$ cat src/hw/rtl/srtcfa_pkg.sv
// Package for the sorted range table frame-address lookup block.
// Holds request, status and state codes, the table entry layout and the
// register file control struct. No dependencies.
`default_nettype none

package srtcfa_pkg;

  // Request codes carried in req_type.
  typedef enum logic [1:0] {
    REQ_CLEAR  = 2'd0,
    REQ_INSERT = 2'd1,
    REQ_WRITE  = 2'd2,
    REQ_UNWIND = 2'd3
  } req_t;

  // Result status codes.
  typedef enum logic [1:0] {
    ST_OK         = 2'd0,
    ST_NOT_FOUND  = 2'd1,
    ST_TABLE_FULL = 2'd2
  } status_t;

  // Frame rule codes. Other codes are stored as given and never match.
  localparam logic [1:0] RULE_REG_OFFSET = 2'd0;

  // Sequencer states of the top level.
  typedef enum logic [2:0] {
    S_IDLE,
    S_SEARCH,
    S_SHIFT,
    S_UNW_ENTRY,
    S_UNW_REG,
    S_DONE
  } state_t;

  // One table entry as stored in the range memory.
  typedef struct packed {
    logic [63:0]        range_start;
    logic [63:0]        range_end;
    logic [1:0]         rule;
    logic [5:0]         reg_idx;
    logic signed [63:0] offset;
  } entry_t;

  // Register file access from the sequencer.
  typedef struct packed {
    logic        wr_en;
    logic [5:0]  wr_idx;
    logic [63:0] wr_data;
    logic        rd_en;
    logic [5:0]  rd_idx;
  } rf_ctl_t;

endpackage

`default_nettype wire

$ cat src/hw/rtl/srtcfa_regfile.sv
// Register file for the frame-address lookup: a synchronous memory with one
// write and one read port, plus valid bits so unwritten registers read zero.
// Depends on srtcfa_pkg.
`default_nettype none

module srtcfa_regfile #(
  parameter int NUM_REGS = 32
) (
  input  wire                   clk,
  input  wire                   rst,
  input  srtcfa_pkg::rf_ctl_t   ctl,
  output logic [63:0]           rd_data
);
  import srtcfa_pkg::*;

  localparam int RIDX_W = (NUM_REGS > 1) ? $clog2(NUM_REGS) : 1;

  logic [63:0]         rf_mem [NUM_REGS];
  logic [NUM_REGS-1:0] written;
  logic [63:0]         rd_q;
  logic                rd_vld;

  // Storage write port.
  always_ff @(posedge clk) begin
    if (ctl.wr_en) begin
      rf_mem[ctl.wr_idx[RIDX_W-1:0]] <= ctl.wr_data;
    end
  end

  // Registered read port.
  always_ff @(posedge clk) begin
    if (ctl.rd_en) begin
      rd_q <= rf_mem[ctl.rd_idx[RIDX_W-1:0]];
    end
  end

  // Written flags stand in for the all-zero reset of the storage.
  always_ff @(posedge clk) begin
    if (rst) begin
      written <= '0;
      rd_vld  <= 1'b0;
    end else begin
      if (ctl.wr_en) begin
        written[ctl.wr_idx[RIDX_W-1:0]] <= 1'b1;
      end
      if (ctl.rd_en) begin
        rd_vld <= written[ctl.rd_idx[RIDX_W-1:0]];
      end
    end
  end

  assign rd_data = rd_vld ? rd_q : 64'd0;

endmodule

`default_nettype wire
$ cat config.mk
export PLATFORM = sky130hd
export DESIGN_NAME = srtcfa_regfile
export DESIGN_NICKNAME = d
export VERILOG_FILES = /design/src/hw/rtl/srtcfa_pkg.sv /design/src/hw/rtl/srtcfa_regfile.sv
export SDC_FILE = /design/constraint.sdc
export NUM_CORES = 2
export LEC_CHECK = 0
export BUFFER_PORTS_ARGS = -buffer_cell sky130_fd_sc_hd__buf_2
export CAP_MARGIN = 20
export CELL_PAD_IN_SITES_DETAIL_PLACEMENT = 0
export CELL_PAD_IN_SITES_GLOBAL_PLACEMENT = 1
export CORE_MARGIN = 2
export CORE_UTILIZATION = 56
export CTS_CLUSTER_DIAMETER = 120
export CTS_CLUSTER_SIZE = 14
export DETAILED_ROUTE_END_ITERATION = 12
export HOLD_SLACK_MARGIN = 0.02
export PLACE_DENSITY_LB_ADDON = 0.1
export SLEW_MARGIN = 20
export SYNTH_ARGS = -nofsm -noshare
export SYNTH_HDL_FRONTEND = slang
export SYNTH_SLANG_ARGS = --single-unit
$ cat constraint.sdc
create_clock -name clk -period 10.6 [get_ports clk]
set_input_delay 1.06 -clock clk [delete_from_list [all_inputs] [get_ports clk]]
set_output_delay 1.06 -clock clk [all_outputs]
set_load 0.03 [all_outputs]
; Yosys cells after proc, flatten, opt, wreduce, memory -nomap -nowiden
; Memory sizes are Yosys's and may differ from the RTL's. A register that Yosys moved wholly into a read port is not among the register bits.
; Cells that the tools add are included.
[totals]
regBits = 33
ramBits = 2048
in_bits = 80
output_inout_bits = 64
elab_cells = 15
memories = 1
[op_classes]
n_lt_le_gt_ge = 3
muxes = 7
bitwise = 1
n_reduce_logical = 1
[memory_table]
columns = name, words, word_bits, rd, rd_clocked_by_memory_dff, wr, line_no
row1 = rf_mem, 32, 64, 1, 1, 1, srtcfa_regfile.sv:18  ; logic [63:0] rf_mem [NUM_REGS];
[op_table]
columns = operator, count
row1 = 64-bit 2-to-1 mux, 1
row2 = 32-bit bitwise OR, 1
row3 = 5-bit by 6-bit < comparator with 1-bit output (second input constant), 2
row4 = 1-bit binary-select mux with 5-bit select, 1
row5 = 1-bit demux with 5-bit select, 1
row6 = 5-bit by 1-bit greater-or-equal comparator with 1-bit output (second input constant), 1
row7 = 1-bit 2-to-1 mux, 4
row8 = 1-bit logical AND, 1

; Longest topological paths before layout
[depth]
word_depth = 5
ltp_mapped = 8
ltp_nobuf = 4

; Least setup slack after synthesis
; OpenSTA, ideal clock, no wires.
[synth_path]
path_type = input -> register
startpoint = input ctl[71] (netlist name)
endpoint = memory rf_mem[12][0], enable pin
setup_ps = 488
arrival_time_ps = 4426
required_ps = 10112
slack_ps = 5686
path_stages = 3
path_buffers = 1
cell_sequence = or3b_2 > clkbuf_1 > nor2_1
[synth_lines]
columns = element, line_no
row1 = start: declaration, srtcfa_regfile.sv:11  ; input srtcfa_pkg::rf_ctl_t ctl,
row2 = end: declaration, srtcfa_regfile.sv:18
; Straight into the memory's write port.

==> run metrics <==
fin crit period 4.168 ns; reg2reg end rd_q[18]$_DFFE_PP_; Routed WL 189.6 mm; largest net degree at the start of global routing 115; power share of the combinational group 0.049; Clk pwr share 0.356; net switching power between 3 and 4 mW; hold path cells 2; critical hold path startpoint written[8]$_SDFFE_PP0P_; placement row count 139; RSZ-0062 raised after global routing false; critical path class in2reg; r2r worst-path depth 3; mapped cell area 0.08127 mm2; ys flop type edfxtp_1; post-cts repair resize count 0; WHS Endpoint written[8]$_SDFFE_PP0P_; most common cell in the netlist edfxtp_1; FMAX approximately 240 MHz; Max clock buf depth 3; die height 385.0 um; CTS root buf clkbuf_16; Reg power frac 0.595; vias in the first global route 37450; dpl ws 5.463 ns; initial antenna violation count 19; global-route usage over all layers 0.2610; setup_tns 0 ns; Leakage Power 27.75 nW; worst-path maximum fanout ~110; core area approximately 0.14 mm2; Distinct cells, synth 27; Tcrit/Tclk final 0.3932; top post-synthesis cells by count 2112 x edfxtp_1, 604 x mux4_2, 100 x nor2_1, 72 x clkbuf_1, 71 x mux2_2; cts bufs inserted roughly 170; filler cell count 9540; sequential cell area 0.06409 mm2; Die W 385.0 um; grt ovf 0; post-route setup slack 6.432 ns; Post-DRT Antenna Nets 0; H-Tree Depth 4; EDFF count, synth roughly 2100; setup slack, reg-to-reg about 8.6 ns; Ys Warns 0; Vias 36210; first-pass GRT wire length 269.3 mm; layout cells sized above 1 0.3170; area of the multi-input gates 0.01661 mm2; CP endpoint kind register; register area share after synthesis 0.7885; die area 0.1482 mm2; Synth area leaders edfxtp_1 78%, mux4_2 17%, mux2_2 0.98%, dfxtp_1 0.81%, mux2i_1 0.71%; clock transition at the registers of the reported paths roughly 0.070 ns; P_int roughly 13 mW; Clock Skews 0.01940 ns; # DRC 0; sw frac 0.2042; IO buf count approximately 140; via/cell ratio 6.623; Mean Syn Cell Area around 25 um2; Ports 144; slew at the pin closest to its max-slew limit about 1.2 ns; # nets final between 3000 and 4000; Area Growth Syn to Fin 9.727%; Final Hold Viols 0; CTS tree yes; Initial Util 0.5650; hold crit path type reg2reg; buffer count from post-CTS setup fixing 0; Worst VDD drop 0.1434 mV; number of max-cap violations 0; Initial DRC Count roughly 4400; Hold-fix buffers, CTS 0; Pwr Density around 180 mW/mm2; Cells after Synth 3296; Mapped Nets 3376; Yosys top cell by area edfxtp_1; Worst EP arrival 4.72 ns; status finished, final reports clean; worst relative slew slack 0.2253; DPL Wire Length 92.71 mm; Yosys reg bits 2145; R2R Path Start rf_mem[11][18]$_DFFE_PP_; CP required about 11 ns; Setup Viol. Count Final 0; top cell type's share of synthesized area 0.7804; GPL Wtd Cong 0.7320; routed len/inst 34.68 um; Initial DRT Pass Iterations 5; # clock sinks about 2100; Worst-Skew Late Latency 0.81 ns; FFs w/ async S/R, synth 0; critical path startpoint category input pin; Pins Over Slew Limit 0
critical path, cell delays in order:
cell and delay [ns]:
buf_8 0.58, buf_4 0.70, buf_12 0.77, mux4_2 0.60, mux4_2 0.50, mux2_2 0.28
layout by cell type (no fill, tap or decap), types with 16 or more instances in the layout:
master,count
mux2i_1,58
a221o_1,16
buf_4,81
clkbuf_1,18
o22ai_1,27
mux2_2,71
nor2_1,68
mux4_2,604
dfxtp_1,32
and2_1,66
clkbuf_16,172
buf_2,135
edfxtp_1,2112
nor2_4,32
area by class of cell:
class	count	share of cell area
flip-flops and latches	2145	0.7186
repair buffers	229	0.01706
clock buffers	190	0.04902
multi-input cells	982	0.1862
diodes	4	0.0001122
well taps	1903	0.02670
clock inverters	15	0.002231
power by group through the flow:
| stage | logic, mW | clock network, mW | registers [mW] |
|---|---|---|---|
| 2_1_floorplan | 0.508 | 0 | 9.65 |
| 3_3_place_gp | 0.773 | 0 | 9.66 |
| 3_5_place_dp | 0.797 | 0 | 9.67 |
| 4_1_cts | 0.798 | 5.79 | 9.48 |
| 5_1_grt | 0.844 | 6.07 | 9.48 |
| 6_report | 0.786 | 5.68 | 9.48 |
routing by layer:
layer / global-route usage / part of all wire
met1: 0.3778 / 0.41
met2: 0.4293 / 0.50
met3: 0.03861 / 0.071
met4: 0.05903 / 0.020
met5: 0 / 0.00053
how the worst max path moves through the flow:
stage / start / end / slack, ns
after detailed placement: ctl[0] / rd_q[39]$_DFFE_PP_ / 5.46
after CTS: ctl[0] / rd_q[39]$_DFFE_PP_ / 6.33
final: ctl[0] / rd_q[11]$_DFFE_PP_ / 6.43
after global routing: ctl[0] / rd_q[39]$_DFFE_PP_ / 6.09
after global placement: ctl[0] / rd_q[39]$_DFFE_PP_ / 5.48
after floorplan: ctl[71] / rf_mem[12][0]$_DFFE_PP_ / 5.69
metrics by stage:
step	instances	cell area [um2]	total power [mW]	util	hold WS, ns
2_1_floorplan	3296	81270	10.16	-	0.4348
3_3_place_gp	5255	84480	10.43	0.5874	0.4468
3_5_place_dp	5255	84480	10.46	0.5874	0.4598
4_1_cts	5460	89060	16.06	0.6192	0.4767
5_1_grt	5464	89170	16.40	0.6199	0.4965
6_report	5468	89180	15.95	0.6200	0.4720
state kept, by name, summed over array words and instances (netlist names):
register and flops:
written 32, rf_mem 2048, rd_vld 1, rd_q 64
logic make-up after synthesis:
kind of cell / after synthesis / share of synthesized area
AND/OR/NAND/NOR: 192 / 0.01172
flip-flops: 2145 / 0.7885
AO/OA/AOI/OAI: 57 / 0.005311
buffers and inverters: 169 / 0.01011
multiplexers: 733 / 0.1844
Power figures use the tool's default switching activity.
